## src/rtl/tcc_pkg.sv

```systemverilog
// Shared definitions for the text console cursor engine.
// Widths, opcodes, character codes, register map and the controller/datapath
// command and status bundles. No dependencies.
package tcc_pkg;

  // field widths
  localparam int unsigned CELL_W = 14;
  localparam int unsigned CHAR_W = 8;
  localparam int unsigned ATTR_W = 8;
  localparam int unsigned USED_W = 15;
  localparam int unsigned OP_W   = 2;

  // default geometry
  localparam int unsigned SCREEN_COLS_DEF  = 80;
  localparam int unsigned SCREEN_CELLS_DEF = 2000;
  localparam int unsigned BUFFER_CELLS_DEF = 16384;

  // cursor comes out of reset at the start of this row
  localparam int unsigned RESET_ROW = 5;

  // opcodes
  localparam logic [OP_W-1:0] OP_WRITE = 2'd0;
  localparam logic [OP_W-1:0] OP_SET   = 2'd1;
  localparam logic [OP_W-1:0] OP_CLEAR = 2'd2;
  localparam logic [OP_W-1:0] OP_GET   = 2'd3;

  // character codes
  localparam logic [CHAR_W-1:0] CH_NEWLINE   = 8'd10;
  localparam logic [CHAR_W-1:0] CH_BACKSPACE = 8'd8;
  localparam logic [CHAR_W-1:0] CH_SPACE     = 8'd32;

  // configuration register map
  localparam int unsigned APB_DATA_W = 32;
  localparam int unsigned APB_ADDR_W = 4;
  localparam int unsigned REG_IDX_W  = 2;
  localparam logic [REG_IDX_W-1:0] REG_ATTR = 2'd0;
  localparam logic [REG_IDX_W-1:0] REG_BASE = 2'd1;
  localparam logic [REG_IDX_W-1:0] REG_USED = 2'd2;

  localparam logic [ATTR_W-1:0] ATTR_RESET = 8'd7;
  localparam logic [CELL_W-1:0] BASE_RESET = '0;
  localparam logic [USED_W-1:0] USED_RESET = 15'd16384;

  // controller -> datapath
  typedef struct packed {
    logic latch;     // capture the accepted command
    logic exec;      // apply the command to cursor and cell fields
    logic div_step;  // row number of the cursor offset
    logic nl_fix;    // move cursor to the next row start
    logic scroll;    // test / step the display start
    logic out_load;  // load the result register
  } tcc_cmd_t;

  // datapath -> controller
  typedef struct packed {
    logic ex_div;     // newline needs the row number
    logic scroll_go;  // display start must advance one row
  } tcc_status_t;

endpackage

```

## src/rtl/tcc_dp.sv

```systemverilog
// Datapath of the text console cursor engine: cursor and start registers,
// cell write fields, row number by reciprocal multiply, row-step scroll and result register.
// Depends on tcc_pkg.
module tcc_dp #(
  parameter int unsigned SCREEN_COLS  = tcc_pkg::SCREEN_COLS_DEF,
  parameter int unsigned SCREEN_CELLS = tcc_pkg::SCREEN_CELLS_DEF,
  parameter int unsigned BUFFER_CELLS = tcc_pkg::BUFFER_CELLS_DEF
) (
  input  logic                        clk_i,
  input  logic                        rst_ni,
  input  tcc_pkg::tcc_cmd_t           cmd_i,
  output tcc_pkg::tcc_status_t        status_o,
  input  logic [tcc_pkg::OP_W-1:0]    opcode_i,
  input  logic [tcc_pkg::CHAR_W-1:0]  char_code_i,
  input  logic [tcc_pkg::CELL_W-1:0]  position_i,
  input  logic [tcc_pkg::ATTR_W-1:0]  char_attribute_i,
  input  logic [tcc_pkg::CELL_W-1:0]  buffer_base_cell_i,
  input  logic [tcc_pkg::USED_W-1:0]  buffer_cells_used_i,
  output logic                        cell_write_valid_o,
  output logic [tcc_pkg::CELL_W-1:0]  cell_index_o,
  output logic [tcc_pkg::CHAR_W-1:0]  cell_char_o,
  output logic [tcc_pkg::ATTR_W-1:0]  cell_attr_o,
  output logic [tcc_pkg::CELL_W-1:0]  cursor_reg_o,
  output logic [tcc_pkg::CELL_W-1:0]  start_reg_o,
  output logic                        clear_request_o
);

  localparam int unsigned CW = tcc_pkg::CELL_W;
  // wide enough for every sum the scroll loop and buffer end can reach
  localparam int unsigned CALC_W = $clog2(BUFFER_CELLS + SCREEN_CELLS + 2 * SCREEN_COLS
                                          + 3 * (2 ** CW));
  // offset / SCREEN_COLS = (offset * RECIP) >> DIV_SH, exact for every 14-bit offset
  localparam int unsigned DIV_SH  = CW + $clog2(SCREEN_COLS);
  localparam int unsigned RECIP_W = CW + 1;
  localparam int unsigned PROD_W  = CW + RECIP_W;
  localparam int unsigned QUO_W   = PROD_W - DIV_SH;
  localparam logic [RECIP_W-1:0] RECIP =
    RECIP_W'(((2 ** DIV_SH) + SCREEN_COLS - 1) / SCREEN_COLS);
  localparam logic [CALC_W-1:0] COLS_X  = CALC_W'(SCREEN_COLS);
  localparam logic [CALC_W-1:0] CELLS_X = CALC_W'(SCREEN_CELLS);
  localparam logic [CALC_W-1:0] BUFEND_X = CALC_W'(BUFFER_CELLS);
  localparam logic [CW-1:0]     CUR_RESET = CW'(SCREEN_COLS * tcc_pkg::RESET_ROW);

  // latched command
  logic [tcc_pkg::OP_W-1:0]   op_q;
  logic [tcc_pkg::CHAR_W-1:0] ch_q;
  logic [CW-1:0]              pos_q;

  // architectural state
  logic [CW-1:0] cursor_q, cursor_d;
  logic [CW-1:0] start_q, start_d;

  // work registers
  logic [CALC_W-1:0] st_work_q, st_work_d;
  logic [CW-1:0]     off_q, off_d;
  logic [QUO_W-1:0]  quo_q, quo_d;

  // cell write fields
  logic                      wv_q, wv_d;
  logic [CW-1:0]             idx_q, idx_d;
  logic [tcc_pkg::CHAR_W-1:0] wch_q, wch_d;
  logic [tcc_pkg::ATTR_W-1:0] wat_q, wat_d;
  logic                      clr_q, clr_d;

  // execute-phase results
  logic [CW-1:0]              ex_cur, ex_start, ex_idx;
  logic                       ex_wv, ex_clr, ex_div;
  logic [tcc_pkg::CHAR_W-1:0] ex_ch;
  logic [tcc_pkg::ATTR_W-1:0] ex_at;

  logic [CALC_W-1:0] base_x, cur_x, end_sum, end_x;
  logic [CALC_W-1:0] fix_x, scr_st, scr_lim;
  logic [CW-1:0]     cur_fix, scr_cur, cur_dec, cur_inc;
  logic              scr_cond;
  logic [PROD_W-1:0] prod;

  assign base_x  = CALC_W'(buffer_base_cell_i);
  assign cur_x   = CALC_W'(cursor_q);
  assign end_sum = base_x + CALC_W'(buffer_cells_used_i);
  assign end_x   = (end_sum > BUFEND_X) ? BUFEND_X : end_sum;
  assign cur_dec = cursor_q - 1'b1;
  assign cur_inc = cursor_q + 1'b1;

  always_comb begin
    ex_cur   = cursor_q;
    ex_start = start_q;
    ex_wv    = 1'b0;
    ex_idx   = '0;
    ex_ch    = '0;
    ex_at    = '0;
    ex_clr   = 1'b0;
    ex_div   = 1'b0;
    unique case (op_q)
      tcc_pkg::OP_WRITE: begin
        if (ch_q == tcc_pkg::CH_NEWLINE) begin
          if (cur_x + COLS_X < end_x) begin
            ex_wv  = 1'b1;
            ex_idx = cursor_q;
            ex_ch  = tcc_pkg::CH_NEWLINE;
            if (cursor_q < buffer_base_cell_i) begin
              ex_cur = buffer_base_cell_i;
            end else begin
              ex_div = 1'b1;
            end
          end
        end else if (ch_q == tcc_pkg::CH_BACKSPACE) begin
          if (cursor_q > buffer_base_cell_i) begin
            ex_cur = cur_dec;
            ex_wv  = 1'b1;
            ex_idx = cur_dec;
            ex_ch  = tcc_pkg::CH_SPACE;
            ex_at  = char_attribute_i;
          end
        end else begin
          if (cur_x + CALC_W'(1) < end_x) begin
            ex_wv  = 1'b1;
            ex_idx = cursor_q;
            ex_ch  = ch_q;
            ex_at  = char_attribute_i;
            ex_cur = cur_inc;
          end
        end
      end
      tcc_pkg::OP_SET: begin
        ex_cur = pos_q;
      end
      tcc_pkg::OP_CLEAR: begin
        ex_cur   = buffer_base_cell_i;
        ex_start = buffer_base_cell_i;
        ex_clr   = 1'b1;
      end
      tcc_pkg::OP_GET: begin
        ex_cur = cursor_q;
      end
      default: begin
        ex_cur = cursor_q;
      end
    endcase
  end

  // row number of the offset from the base
  assign prod = PROD_W'(off_q) * PROD_W'(RECIP);

  // next row start: base + cols * (row + 1)
  assign fix_x   = base_x + (CALC_W'(quo_q) + CALC_W'(1)) * COLS_X;
  assign cur_fix = fix_x[CW-1:0];

  // scroll test against whichever cursor and start the phase holds
  always_comb begin
    if (cmd_i.exec) begin
      scr_cur = ex_cur;
    end else if (cmd_i.nl_fix) begin
      scr_cur = cur_fix;
    end else begin
      scr_cur = cursor_q;
    end
  end
  assign scr_st   = cmd_i.scroll ? st_work_q : CALC_W'(start_q);
  assign scr_lim  = scr_st + CELLS_X;
  assign scr_cond = (CALC_W'(scr_cur) >= scr_lim) && (scr_lim < end_x);

  assign status_o.ex_div    = ex_div;
  assign status_o.scroll_go = scr_cond &&
                              (!cmd_i.exec || ((op_q == tcc_pkg::OP_WRITE) && !ex_div));

  always_comb begin
    cursor_d  = cursor_q;
    start_d   = start_q;
    st_work_d = st_work_q;
    off_d     = off_q;
    quo_d     = quo_q;
    wv_d      = wv_q;
    idx_d     = idx_q;
    wch_d     = wch_q;
    wat_d     = wat_q;
    clr_d     = clr_q;
    if (cmd_i.exec) begin
      cursor_d = ex_cur;
      start_d  = ex_start;
      wv_d     = ex_wv;
      idx_d    = ex_idx;
      wch_d    = ex_ch;
      wat_d    = ex_at;
      clr_d    = ex_clr;
      off_d    = cursor_q - buffer_base_cell_i;
    end
    if (cmd_i.div_step) begin
      quo_d = prod[PROD_W-1:DIV_SH];
    end
    if (cmd_i.nl_fix) begin
      cursor_d = cur_fix;
    end
    if ((cmd_i.exec || cmd_i.nl_fix || cmd_i.scroll) && scr_cond) begin
      st_work_d = scr_st + COLS_X;
    end
    if (cmd_i.scroll && !scr_cond) begin
      start_d = st_work_q[CW-1:0];
    end
  end

  always_ff @(posedge clk_i or negedge rst_ni) begin
    if (!rst_ni) begin
      cursor_q <= CUR_RESET;
      start_q  <= '0;
    end else begin
      cursor_q <= cursor_d;
      start_q  <= start_d;
    end
  end

  always_ff @(posedge clk_i) begin
    if (cmd_i.latch) begin
      op_q  <= opcode_i;
      ch_q  <= char_code_i;
      pos_q <= position_i;
    end
    st_work_q <= st_work_d;
    off_q     <= off_d;
    quo_q     <= quo_d;
    wv_q      <= wv_d;
    idx_q     <= idx_d;
    wch_q     <= wch_d;
    wat_q     <= wat_d;
    clr_q     <= clr_d;
    if (cmd_i.out_load) begin
      cell_write_valid_o <= wv_d;
      cell_index_o       <= idx_d;
      cell_char_o        <= wch_d;
      cell_attr_o        <= wat_d;
      cursor_reg_o       <= cursor_d;
      start_reg_o        <= start_d;
      clear_request_o    <= clr_d;
    end
  end

endmodule

```

## src/rtl/tcc_ctrl.sv

```systemverilog
// Controller of the text console cursor engine: command sequencing,
// input stall and result valid. Depends on tcc_pkg.
module tcc_ctrl (
  input  logic                  clk_i,
  input  logic                  rst_ni,
  input  logic                  in_valid_i,
  output logic                  in_stall_o,
  output logic                  out_valid_o,
  input  logic                  out_stall_i,
  input  tcc_pkg::tcc_status_t  status_i,
  output tcc_pkg::tcc_cmd_t     cmd_o
);

  localparam logic [2:0] S_IDLE   = 3'd0;
  localparam logic [2:0] S_EXEC   = 3'd1;
  localparam logic [2:0] S_DIV    = 3'd2;
  localparam logic [2:0] S_NLFIX  = 3'd3;
  localparam logic [2:0] S_SCROLL = 3'd4;
  localparam logic [2:0] S_WAIT   = 3'd5;

  logic [2:0] state_q, state_d;
  logic       out_valid_q, out_valid_d;
  logic       fin, slot_free;

  assign slot_free = !out_valid_q || !out_stall_i;

  always_comb begin
    state_d = state_q;
    fin     = 1'b0;
    unique case (state_q) inside
      S_IDLE: begin
        if (in_valid_i) begin
          state_d = S_EXEC;
        end
      end
      S_EXEC: begin
        if (status_i.ex_div) begin
          state_d = S_DIV;
        end else if (status_i.scroll_go) begin
          state_d = S_SCROLL;
        end else begin
          fin = 1'b1;
        end
      end
      S_DIV: begin
        state_d = S_NLFIX;
      end
      S_NLFIX, S_SCROLL: begin
        if (status_i.scroll_go) begin
          state_d = S_SCROLL;
        end else begin
          fin = 1'b1;
        end
      end
      S_WAIT: begin
        fin = 1'b1;
      end
      default: begin
        state_d = S_IDLE;
      end
    endcase
    if (fin) begin
      state_d = slot_free ? S_IDLE : S_WAIT;
    end
  end

  assign cmd_o.latch    = (state_q == S_IDLE) && in_valid_i;
  assign cmd_o.exec     = (state_q == S_EXEC);
  assign cmd_o.div_step = (state_q == S_DIV);
  assign cmd_o.nl_fix   = (state_q == S_NLFIX);
  assign cmd_o.scroll   = (state_q == S_SCROLL);
  assign cmd_o.out_load = fin && slot_free;

  assign out_valid_d = cmd_o.out_load ? 1'b1 : (out_valid_q && out_stall_i);

  always_ff @(posedge clk_i or negedge rst_ni) begin
    if (!rst_ni) begin
      state_q     <= S_IDLE;
      out_valid_q <= 1'b0;
    end else begin
      state_q     <= state_d;
      out_valid_q <= out_valid_d;
    end
  end

  assign in_stall_o  = (state_q != S_IDLE);
  assign out_valid_o = out_valid_q;

endmodule

```

## src/rtl/text_console_cursor_engine.sv

```systemverilog
// Text console cursor engine, top level: configuration registers on an APB-style
// port, controller and datapath. Depends on tcc_pkg, tcc_ctrl and tcc_dp.
//
// Takes console commands (write char, set cursor, clear, get cursor) and returns one
// result per command: the cell write it causes and the cursor and display start
// values afterwards. One command is in flight at a time; a finished result sits in
// the output register so the next command can be taken while it waits. Most commands
// pass through the transfer in and an execute step, after which the result is
// registered and the next command can be taken. A newline that moves to the next
// row adds the row number of the cursor offset by a reciprocal multiply, then the
// row fix-up; every row the display start advances adds a scroll step, since the
// scroll steps one row per cycle through the scroll adders and compares. A full output
// register holds the block in its last step until the result is taken. Configuration
// registers: 0x0 char_attribute, 0x4 buffer_base_cell, 0x8 buffer_cells_used; write
// them only while idle.
module text_console_cursor_engine #(
  parameter int unsigned SCREEN_COLS  = tcc_pkg::SCREEN_COLS_DEF,
  parameter int unsigned SCREEN_CELLS = tcc_pkg::SCREEN_CELLS_DEF,
  parameter int unsigned BUFFER_CELLS = tcc_pkg::BUFFER_CELLS_DEF
) (
  input  logic                             clk_i,
  input  logic                             rst_ni,
  // APB-style configuration port
  input  logic                             psel,
  input  logic                             penable,
  input  logic                             pwrite,
  input  logic [tcc_pkg::APB_ADDR_W-1:0]   paddr,
  input  logic [tcc_pkg::APB_DATA_W-1:0]   pwdata,
  output logic [tcc_pkg::APB_DATA_W-1:0]   prdata,
  output logic                             pready,
  // command channel
  input  logic                             in_valid_i,
  output logic                             in_stall_o,
  input  logic [tcc_pkg::OP_W-1:0]         opcode_i,
  input  logic [tcc_pkg::CHAR_W-1:0]       char_code_i,
  input  logic [tcc_pkg::CELL_W-1:0]       position_i,
  // result channel
  output logic                             out_valid_o,
  input  logic                             out_stall_i,
  output logic                             cell_write_valid_o,
  output logic [tcc_pkg::CELL_W-1:0]       cell_index_o,
  output logic [tcc_pkg::CHAR_W-1:0]       cell_char_o,
  output logic [tcc_pkg::ATTR_W-1:0]       cell_attr_o,
  output logic [tcc_pkg::CELL_W-1:0]       cursor_reg_o,
  output logic [tcc_pkg::CELL_W-1:0]       start_reg_o,
  output logic                             clear_request_o
);

  logic [tcc_pkg::ATTR_W-1:0]    attr_q;
  logic [tcc_pkg::CELL_W-1:0]    base_q;
  logic [tcc_pkg::USED_W-1:0]    used_q;
  logic [tcc_pkg::REG_IDX_W-1:0] reg_idx;
  logic                          wr_en;

  tcc_pkg::tcc_cmd_t    cmd;
  tcc_pkg::tcc_status_t status;

  // no wait states
  assign pready  = 1'b1;
  assign reg_idx = paddr[tcc_pkg::APB_ADDR_W-1:2];
  assign wr_en   = psel && penable && pwrite && pready;

  always_ff @(posedge clk_i or negedge rst_ni) begin
    if (!rst_ni) begin
      attr_q <= tcc_pkg::ATTR_RESET;
      base_q <= tcc_pkg::BASE_RESET;
      used_q <= tcc_pkg::USED_RESET;
    end else if (wr_en) begin
      unique case (reg_idx)
        tcc_pkg::REG_ATTR: attr_q <= pwdata[tcc_pkg::ATTR_W-1:0];
        tcc_pkg::REG_BASE: base_q <= pwdata[tcc_pkg::CELL_W-1:0];
        tcc_pkg::REG_USED: used_q <= pwdata[tcc_pkg::USED_W-1:0];
        default: begin
          // unmapped: transfer ignored
        end
      endcase
    end
  end

  // read back, unmapped addresses read zero
  always_comb begin
    unique case (reg_idx)
      tcc_pkg::REG_ATTR: prdata = tcc_pkg::APB_DATA_W'(attr_q);
      tcc_pkg::REG_BASE: prdata = tcc_pkg::APB_DATA_W'(base_q);
      tcc_pkg::REG_USED: prdata = tcc_pkg::APB_DATA_W'(used_q);
      default:           prdata = '0;
    endcase
  end

  tcc_ctrl u_ctrl (
    .clk_i       (clk_i),
    .rst_ni      (rst_ni),
    .in_valid_i  (in_valid_i),
    .in_stall_o  (in_stall_o),
    .out_valid_o (out_valid_o),
    .out_stall_i (out_stall_i),
    .status_i    (status),
    .cmd_o       (cmd)
  );

  tcc_dp #(
    .SCREEN_COLS  (SCREEN_COLS),
    .SCREEN_CELLS (SCREEN_CELLS),
    .BUFFER_CELLS (BUFFER_CELLS)
  ) u_dp (
    .clk_i               (clk_i),
    .rst_ni              (rst_ni),
    .cmd_i               (cmd),
    .status_o            (status),
    .opcode_i            (opcode_i),
    .char_code_i         (char_code_i),
    .position_i          (position_i),
    .char_attribute_i    (attr_q),
    .buffer_base_cell_i  (base_q),
    .buffer_cells_used_i (used_q),
    .cell_write_valid_o  (cell_write_valid_o),
    .cell_index_o        (cell_index_o),
    .cell_char_o         (cell_char_o),
    .cell_attr_o         (cell_attr_o),
    .cursor_reg_o        (cursor_reg_o),
    .start_reg_o         (start_reg_o),
    .clear_request_o     (clear_request_o)
  );

endmodule
```

## config.mk

```make
export PLATFORM = sky130hd
export DESIGN_NAME = text_console_cursor_engine
export DESIGN_NICKNAME = d
export VERILOG_FILES = /design/src/rtl/tcc_pkg.sv /design/src/rtl/tcc_dp.sv /design/src/rtl/tcc_ctrl.sv /design/src/rtl/text_console_cursor_engine.sv
export SDC_FILE = /design/constraint.sdc
export NUM_CORES = 1
export LEC_CHECK = 0
export ABC_AREA = 0
export BUFFER_PORTS_ARGS = -buffer_cell sky130_fd_sc_hd__buf_2
export CAP_MARGIN = 10
export CORE_ASPECT_RATIO = 1.25
export CORE_MARGIN = 1.5
export CORE_UTILIZATION = 55
export CTS_CLUSTER_DIAMETER = 80
export DETAILED_ROUTE_END_ITERATION = 8
export MAX_ROUTING_LAYER = met4
export PLACE_DENSITY_LB_ADDON = 0.08
export SLEW_MARGIN = 25
export SYNTH_ARGS = -nofsm -noshare
export SYNTH_HDL_FRONTEND = slang
export SYNTH_SLANG_ARGS = --single-unit
```

## constraint.sdc

```tcl
create_clock -name clk_i -period 28.4 [get_ports clk_i]
set_input_delay 5.68 -clock clk_i [delete_from_list [all_inputs] [get_ports clk_i]]
set_output_delay 5.68 -clock clk_i [all_outputs]
set_load 0.005 [all_outputs]
```

==> results.yml, run 1 <==
synthesis:
  synth-async-reset-ratio: 0.308
  synth-seq-cells: 224
  synth.cell_area_um2: 17800
  ys_seq_area_frac: 0.341
  synth_area_leader_cell: "edfxtp_1"
  synth_common_cells: "ha_1, nand2_1, inv_1"
  synth_top_area_frac: 0.207
  yosysWarnings: 0
  synthCells: 1828
  synthDistinctLibCells: 83
  synth_ff_type: "edfxtp_1"
  synth_edf_count: 123
  avgSynthCellArea_um2: 9.75
  synthTopCellsByArea: "edfxtp_1, ha_1, dfrtp_1"
  yosysMostFrequentCell: "ha_1"
clock_network:
  cts_made_buffers: 25
  cts_sinks: 224
  cts-root-buf: "clkbuf_16"
  clockBufferDepth: 3
  post-cts-setup-buffers: 0
  cts_resized: 0
  holdBufCountCts: 0
  path_clk_slew_ns: 0.06
  htree_num_levels: 1
  worstSkewPairLatency_ns: 0.57
  cts_tree: "built"
layout:
  multi_input_area_um2: 10900
  fill_cells: 2756
  drive_gt1_frac: 0.128
  area_growth_syn_to_layout_pct: 10.1
  seq_area_um2: 6070
  fin_nets: 2266
route:
  wire_per_inst_um: 22.9
  vias: 14400
  wirelength_um: 53800
  first_iter_violations: 1051
  vias_per_cell: 6.11
  antenna_left: 0
  drc_errors: 0
  firstDrtPassIters: 5
status:
  outcome: "finished, final reports clean"
critical_path:
  crit_required_ns: 22.72
  crit_arrival_ns: 6.86
  crit_end: "prdata[11]"
  worst-path-stages: 4
  cp_common_cell: "buf_2"
  cp_max_fo: 13
  rr_worst_depth: 32
  worstPathCellList: "buf_2 -> nor2b_1 -> a22o_1 -> buf_2"
  critPathLaunchType: "input port"
  critPathLaunch: "paddr[2]"
  path_delay_family: "simple AND/OR/NAND/NOR gates"
  cp-end-kind: "primary output"
  reg2reg_from: "base_q[1]$_DFFE_PN0P_"
  critPathBufInv: 2
  max_stage_delay_ns: 0.52
  cp_slowest_cell: "nor2b_1"
  criticalPathCategory: "in2out"
  r2r_end: "u_dp.cell_char_o[4]$_DFFE_PP_"
  reg2reg_slack_ns: 17.35
die:
  row_count: 73
  initial_utilization: 0.559
  die_area_um2: 33500
  die_w_um: 164
  core_area_um2: 31900
  ios: 162
  die_h_um: 204
timing:
  final.min_clock_period_ns: 12.54
  fin_crit_sh: 0.441
  maxSlewHeadroom: 0.293
  fmax_ghz: 0.0798
  tightest_slew_ns: 1.06
  hold_viol: 0
  finalSetupViolCount: 0
  rsz0062_at_grt: "no"
  fin_tns_setup_ns: 0
  skew_ns: 0.0282
  final-max-slew-violation-count: 0
min_path:
  holdCritPathClass: "reg2reg"
  hold_path_depth: 2
global_routing:
  antenna_found_initial: 1
  grt_use_total: 0.334
  grt_max_degree: 70
  gr-total-overflow: 0
  grt_pass1_vias: 14100
  grt_pass1_wl_um: 81700
placed_design:
  hpwl_um: 41500
  gp_congestion: 1.00
  portBuffers: 124
flow_run:
  max_cap_viol_count: 0
[sequential cells by signal (all words and copies together), names as in the netlist, 14 cells and up]
name	flops
u_dp.cell_index_o	14
u_dp.pos_q	14
u_dp.off_q	14
u_dp.cursor_reg_o	14
u_dp.cursor_q	14
u_dp.st_work_q	17
base_q	14
u_dp.start_q	14
u_dp.start_reg_o	14
u_dp.idx_q	14
used_q	15
[per-stage QoR]
stage	util	instances	setup slack, ns	hold WS [ns]	area [um2]
global route	0.616	2351	15.76	0.478	19600
finish	0.616	2351	15.86	0.448	19600
floorplan	-	1845	16.01	0.416	17900
detailed placement	0.589	2304	15.59	0.437	18800
CTS	0.615	2350	15.57	0.450	19600
global placement	0.589	2304	15.59	0.428	18800
[metal layers]
| layer | routed length, um | vias to the layer above | part of all wire | track usage |
|---|---|---|---|---|
| met5 | 0 | - | 0 | - |
| met4 | 2870 | 0 | 0.053 | 0.160 |
| met3 | 2760 | 129 | 0.051 | 0.0369 |
| met2 | 26200 | 475 | 0.49 | 0.549 |
| met1 | 22000 | 7033 | 0.41 | 0.410 |
| li1 | - | 6736 | - | - |
[worst register-to-register path: cells and delay by family (launching register included)]
kind                     cells  cell delay, ns
XOR/XNOR                     1            0.17
multiplexers                 1            0.39
AND/OR/NAND/NOR              6            1.94
AO/OA/AOI/OAI               19            5.14
adder cells (fa/ha/maj)      3            1.29
flip-flops                   1            0.59
buffers and inverters        2            1.04
[layout make-up]
type,count,share of cell area
Multi-Input combinational cell,1376,0.554
Sequential cell,224,0.309
Timing Repair Buffer,143,0.0392
Clock buffer,33,0.0360
Inverter,149,0.0285
Tap cell,412,0.0263
Clock inverter,13,0.00663
Antenna cell,1,0.000128
[how the worst min path moves through the flow]
stage / from / end
6_report: u_dp.clr_q$_DFF_P_ / u_dp.clr_q$_DFF_P_
5_1_grt: u_dp.clr_q$_DFF_P_ / u_dp.clr_q$_DFF_P_
4_1_cts: u_dp.clr_q$_DFF_P_ / u_dp.clr_q$_DFF_P_
3_5_place_dp: u_dp.clr_q$_DFF_P_ / u_dp.clr_q$_DFF_P_
3_3_place_gp: u_dp.idx_q[1]$_DFF_P_ / u_dp.idx_q[1]$_DFF_P_
2_1_floorplan: u_dp.clr_q$_DFF_P_ / u_dp.clr_q$_DFF_P_
[cell usage in the layout, fill, tap and decap left out, drive strengths merged, types with 53 or more instances in the layout]
cell | Yosys | routed
xnor2 | 64 | 64
edfxtp | 123 | 123
nand2 | 148 | 148
ha | 216 | 216
nor2 | 109 | 109
fa | 64 | 64
inv | 146 | 150
nand3 | 53 | 53
buf | 32 | 143
o21ai | 114 | 114
a21oi | 100 | 100
dfrtp | 62 | 62
[kinds of logic after synthesis]
| kind of cell | synth area share |
|---|---|
| AND/OR/NAND/NOR | 0.126 |
| AO/OA/AOI/OAI | 0.162 |
| flip-flops | 0.341 |
| multiplexers | 0.0403 |
| XOR/XNOR | 0.0516 |
| other | 0.000421 |
| buffers and inverters | 0.0564 |
| adder cells (fa/ha/maj) | 0.224 |
Power of run 1 is left out: the tool's default activity adds up to more than one toggle a clock period on the data nets, which glitch-free logic cannot reach.
==> run 2, diff against run 1 <==
==> constraint.sdc (replaced) <==
create_clock -name clk_i -period 11.86 [get_ports clk_i]
set_input_delay 2.372 -clock clk_i [delete_from_list [all_inputs] [get_ports clk_i]]
set_output_delay 2.372 -clock clk_i [all_outputs]
set_load 0.005 [all_outputs]
==> run 2 against run 1 <==
Effect of this change: final cell count is 0.13% higher; critical path depth is 29 higher; clock skew is 0.013 ns lower; wire length is 0.28% lower; non-clock buffer count is 3 higher; first-iteration DRC count is 17% higher; via count hardly changed; critical endpoint is now u_dp.cell_char_o[6]$_DFFE_PP_; highest routed layer unchanged.
==> results.yml, run 2 (synthesis gave the netlist of run 1 again) <==
timing:
  layout_setup_ws_ns: 1.25
  fin_crit_sh: 0.895
  hold_viol: 0
  skew_ns: 0.0148
  final-max-slew-violation-count: 0
  fmax_ghz: 0.0942
  finalSetupViolCount: 0
  rsz0062_at_grt: "no"
  final.min_clock_period_ns: 10.61
  tightest_slew_ns: 1.08
  fin_tns_setup_ns: 0
  maxSlewHeadroom: 0.278
flow_run:
  max_cap_viol_count: 0
route:
  vias: 14400
  wirelength_um: 53700
  vias_per_cell: 6.10
  first_iter_violations: 1225
  antenna_left: 0
  drc_errors: 0
  wire_per_inst_um: 22.8
  firstDrtPassIters: 7
global_routing:
  grt_pass1_wl_um: 81700
  antenna_found_initial: 1
  gr-total-overflow: 0
  grt_max_degree: 70
  grt_pass1_vias: 14000
  grt_use_total: 0.333
placed_design:
  gp_congestion: 1.04
  place_ws_ns: 1.49
  portBuffers: 124
  placed_cells: 2307
  hpwl_um: 41500
layout:
  fin_nets: 2269
  drive_gt1_frac: 0.131
  mostFrequentLayoutCell: "ha_1"
  largestRegisters: "u_dp.st_work_q (17), used_q (15)"
  regMostFlops: "u_dp.st_work_q"
  fill_cells: 2760
  largest_reg_flops: 17
  area_growth_syn_to_layout_pct: 10.1
  finalNonFillerCells: 2354
  final_cell_mix: "ha_1, nand2_1, inv_1"
  multi_input_area_um2: 10900
  seq_area_um2: 6070
clock_network:
  path_clk_slew_ns: 0.07
  holdBufCountCts: 0
  post-cts-setup-buffers: 0
  cts_made_buffers: 25
  clockBufferDepth: 3
  htree_num_levels: 1
  cts_tree: "built"
  cts-root-buf: "clkbuf_16"
  worstSkewPairLatency_ns: 0.55
  cts_resized: 0
  cts_sinks: 224
critical_path:
  cp_slowest_cell: "o41ai_2"
  rr_worst_depth: 33
  criticalPathCategory: "reg2reg"
  crit_arrival_ns: 10.79
  cp_max_fo: 60
  max_stage_delay_ns: 0.79
  reg2reg_slack_ns: 1.25
  critPathLaunchType: "flop"
  crit_required_ns: 12.03
  cp-end-kind: "flop"
min_path:
  holdCritPathClass: "reg2reg"
  hold_path_depth: 1
die:
  core_area_um2: 31900
  row_count: 73
  die_area_um2: 33500
  die_h_um: 204
  ios: 162
  initial_utilization: 0.559
  die_w_um: 164
status:
  outcome: "finished, final reports clean"
## run 2: cell count changes in the layout (fill, tap and decap cells not counted), moves of 2 or more
cell      change
buf_4         +3
clkinv_2      +5
clkinv_1      -3
clkbuf_8      -2
## run 2: layout make-up
cell class / instances / share of cell area
multi-input combinational: 1376 / 0.554
sequential: 224 / 0.309
timing repair buffer: 146 / 0.0404
clock buffer: 31 / 0.0346
inverter: 149 / 0.0285
tap: 412 / 0.0263
clock inverter: 15 / 0.00689
antenna: 1 / 0.000128
## run 2: critical path: cells and delay by family, from the launching register on
kind | cells | cell delay, ns
AOI/OAI and AO/OA | 19 | 5.06
and+or+nand+nor | 6 | 1.87
muxes | 1 | 0.38
xor gates and xnor gates | 1 | 0.16
DFF | 1 | 0.33
buffers and inverters | 3 | 1.09
adders and majority gates | 3 | 1.25
## run 2: metal layers
metal / vias to the layer above / track usage / routed length, um
li1: 6732 / - / -
met1: 7007 / 0.408 / 22000
met2: 495 / 0.549 / 26000
met3: 128 / 0.0351 / 2710
met4: 0 / 0.161 / 2930
met5: - / - / 0
## run 2: per-stage QoR
step,hold slack [ns],cell area (um2),utilization
floorplan,0.416,17900,-
global placement,0.429,18800,0.589
detailed placement,0.436,18800,0.589
CTS,0.452,19600,0.615
global route,0.466,19600,0.615
finish,0.448,19600,0.615
## run 2: path summary, 6_finish.rpt
check | startpoint | to
setup reg to reg | base_q[1]$_DFFE_PN0P_ | u_dp.cell_char_o[6]$_DFFE_PP_
max in group asynchronous | rst_ni | u_ctrl.state_q[2]$_DFFE_PN0P_
min in group asynchronous | rst_ni | u_dp.start_q[8]$_DFF_PN0_
hold / removal | u_dp.idx_q[1]$_DFF_P_ | u_dp.idx_q[1]$_DFF_P_
hold reg to reg | u_dp.idx_q[1]$_DFF_P_ | u_dp.idx_q[1]$_DFF_P_
setup / recovery | base_q[1]$_DFFE_PN0P_ | u_dp.cell_char_o[6]$_DFFE_PP_
Power of run 2 is left out for the same reason.
==> run 3, diff against run 2 <==
--- a/config.mk
+++ b/config.mk
@@ -18,4 +18,5 @@
 export SLEW_MARGIN = 25
 export SYNTH_ARGS = -nofsm -noshare
 export SYNTH_HDL_FRONTEND = slang
+export SYNTH_HIERARCHICAL = 1
 export SYNTH_SLANG_ARGS = --single-unit
==> run 3 against run 2 <==
Effect of this change: the flow now finishes with violations (design-rule violations); global-route usage is 1.8 points lower; non-clock buffer count is 5 lower; critical path type unchanged; register-to-register slack better by 0.54 ns; sequential share of layout area is 0.49 points lower; synthesized cell count is 0.55% higher; sequential cell count stayed put; cell area is 1.6% higher; via count hardly changed; synthesized area is 2.8% higher; wire length is 2.1% lower.
==> results.yml, run 3 <==
timing:
  fin_tns_setup_ns: 0
  fin_crit_sh: 0.850
  final-max-slew-violation-count: 0
  final.min_clock_period_ns: 10.08
  finalSetupViolCount: 0
  fmax_ghz: 0.0992
  rsz0062_at_grt: "no"
  skew_ns: 0.0185
  tightest_slew_ns: 0.993
  maxSlewHeadroom: 0.338
  hold_viol: 0
die:
  row_count: 74
  die_h_um: 207
  core_area_um2: 32800
  die_w_um: 166
  initial_utilization: 0.559
  ios: 162
  die_area_um2: 34400
layout:
  drive_gt1_frac: 0.136
  mostFrequentLayoutCell: "ha_1"
  utilization: 0.608
  largestRegisters: "u_dp/st_work_q (17), used_q (15)"
  fin_nets: 2272
  diodes: 0
  regMostFlops: "u_dp/st_work_q"
  largest_reg_flops: 17
  area_growth_syn_to_layout_pct: 8.76
  final_cell_mix: "ha_1, inv_1, nand2_1"
critical_path:
  path_delay_family: "compound AO/OA/AOI/OAI gates"
  critPathLaunchType: "flop"
  critPathBufInv: 3
  cp_slowest_cell: "o2bb2ai_1"
  criticalPathCategory: "reg2reg"
  cp-end-kind: "flop"
  crit_arrival_ns: 10.25
  max_stage_delay_ns: 0.72
  cp_max_fo: 36
  cp_common_cell: "a21oi_1"
  crit_required_ns: 12.03
route:
  vias_per_cell: 6.08
  first_iter_violations: 1126
  firstDrtPassIters: 8
  wire_per_inst_um: 22.2
  vias: 14400
  drc_errors: 14
  antenna_left: 0
  wirelength_um: 52500
global_routing:
  antenna_found_initial: 0
  gr-total-overflow: 0
  grt_use_total: 0.315
  grt_max_degree: 70
  grt_pass1_vias: 14300
  grt_pass1_wl_um: 81500
clock_network:
  cts-root-buf: "clkbuf_16"
  cts_tree: "built"
  clockBufferDepth: 3
  post-cts-setup-buffers: 0
  worstSkewPairLatency_ns: 0.55
  htree_num_levels: 1
  cts_made_buffers: 23
  holdBufCountCts: 0
  path_clk_slew_ns: 0.06
  cts_resized: 0
  cts_sinks: 224
synthesis:
  avgSynthCellArea_um2: 9.97
  yosysMostFrequentCell: "ha_1"
  synth_ff_type: "edfxtp_1"
  synth_common_cells: "ha_1, inv_1, nand2_1"
  ys_seq_area_frac: 0.331
  synth_area_leader_cell: "edfxtp_1"
  synth_edf_count: 123
  yosysWarnings: 6
  synthCells: 1838
  synth-async-reset-ratio: 0.308
  synth.cell_area_um2: 18300
  synthDistinctLibCells: 101
  synthTopCellsByArea: "edfxtp_1, ha_1, dfrtp_1"
  synth-seq-cells: 224
  synth_top_area_frac: 0.202
status:
  outcome: "finished, violations left"
  violations: "design-rule violations"
placed_design:
  hpwl_um: 40500
  portBuffers: 124
  gp_congestion: 0.949
flow_run:
  max_cap_viol_count: 0
min_path:
  holdCritPathClass: "reg2reg"
[run 3: changes by cell type in the layout (fill, tap and decap cells not counted), moves of 10 or more]
cell | previous run | this run
nand3_1 | 53 | 40
mux2_1 | 0 | 15
nor2_1 | 105 | 86
inv_1 | 146 | 165
o21ai_0 | 105 | 95
a31oi_1 | 19 | 8
[run 3: final timing paths]
kind / end / start / slack (ns) / depth (start not counted)
setup / recovery: u_dp/cursor_reg_o[1]$_DFFE_PP_ / base_q[0]$_DFFE_PN0P_ / 1.78 / 37
hold / removal: u_dp/wch_q[3]$_DFF_P_ / u_dp/wch_q[3]$_DFF_P_ / 0.46 / 1
setup reg to reg: u_dp/cursor_reg_o[1]$_DFFE_PP_ / base_q[0]$_DFFE_PN0P_ / 1.78 / 37
hold reg to reg: u_dp/wch_q[3]$_DFF_P_ / u_dp/wch_q[3]$_DFF_P_ / 0.46 / 1
max in group asynchronous: u_ctrl/out_valid_o$_DFF_PN0_ / rst_ni / 9.48 / 1
min in group asynchronous: u_dp/start_q[3]$_DFF_PN0_ / rst_ni / 1.86 / 1
[run 3: area by class of cell]
cell class	count	area [um2]
fill	2854	12800
multi-input combinational	1370	11200
sequential	224	6070
timing repair buffer	141	754
clock buffer	36	654
inverter	166	623
tap	418	523
clock inverter	6	57.6
[run 3: kinds of logic (layout without fill, tap and decap cells)]
group,count (synthesis),after routing,synth area share
simple gates,447,447,0.123
buf+inv,260,349,0.0610
xor+xnor,95,95,0.0454
fa+ha+maj,279,279,0.217
other cells,3,19,0.000614
mux,107,107,0.0645
flops,224,224,0.331
compound gates,423,423,0.158
[run 3: layer usage]
| metal | track usage | part of all wire | wire, um | vias up |
|---|---|---|---|---|
| met5 | - | 0 | 0 | - |
| met4 | 0.146 | 0.049 | 2560 | 0 |
| met3 | 0.0367 | 0.056 | 2930 | 138 |
| met2 | 0.532 | 0.49 | 25900 | 493 |
| met1 | 0.378 | 0.40 | 21100 | 6955 |
| li1 | - | - | - | 6778 |
[run 3: worst reg2reg max path: cells and delay by family (launching register included)]
family / cells / cell delay (ns)
buffers and inverters: 3 / 0.77
AOI/OAI and AO/OA: 17 / 4.60
adders and majority gates: 4 / 1.27
and+or+nand+nor: 11 / 2.13
DFF: 1 / 0.62
muxes: 1 / 0.16
xor gates and xnor gates: 1 / 0.15
[run 3: metrics by stage]
stage,instances,setup slack [ns],cell area [um2],hold slack (ns)
global placement,2319,2.09,19200,0.449
detailed placement,2319,1.94,19200,0.447
CTS,2361,1.90,19900,0.462
finish,2361,1.78,19900,0.464
floorplan,1854,0.927,18400,0.428
global route,2361,1.32,19900,0.483
Power of run 3 is left out for the same reason.
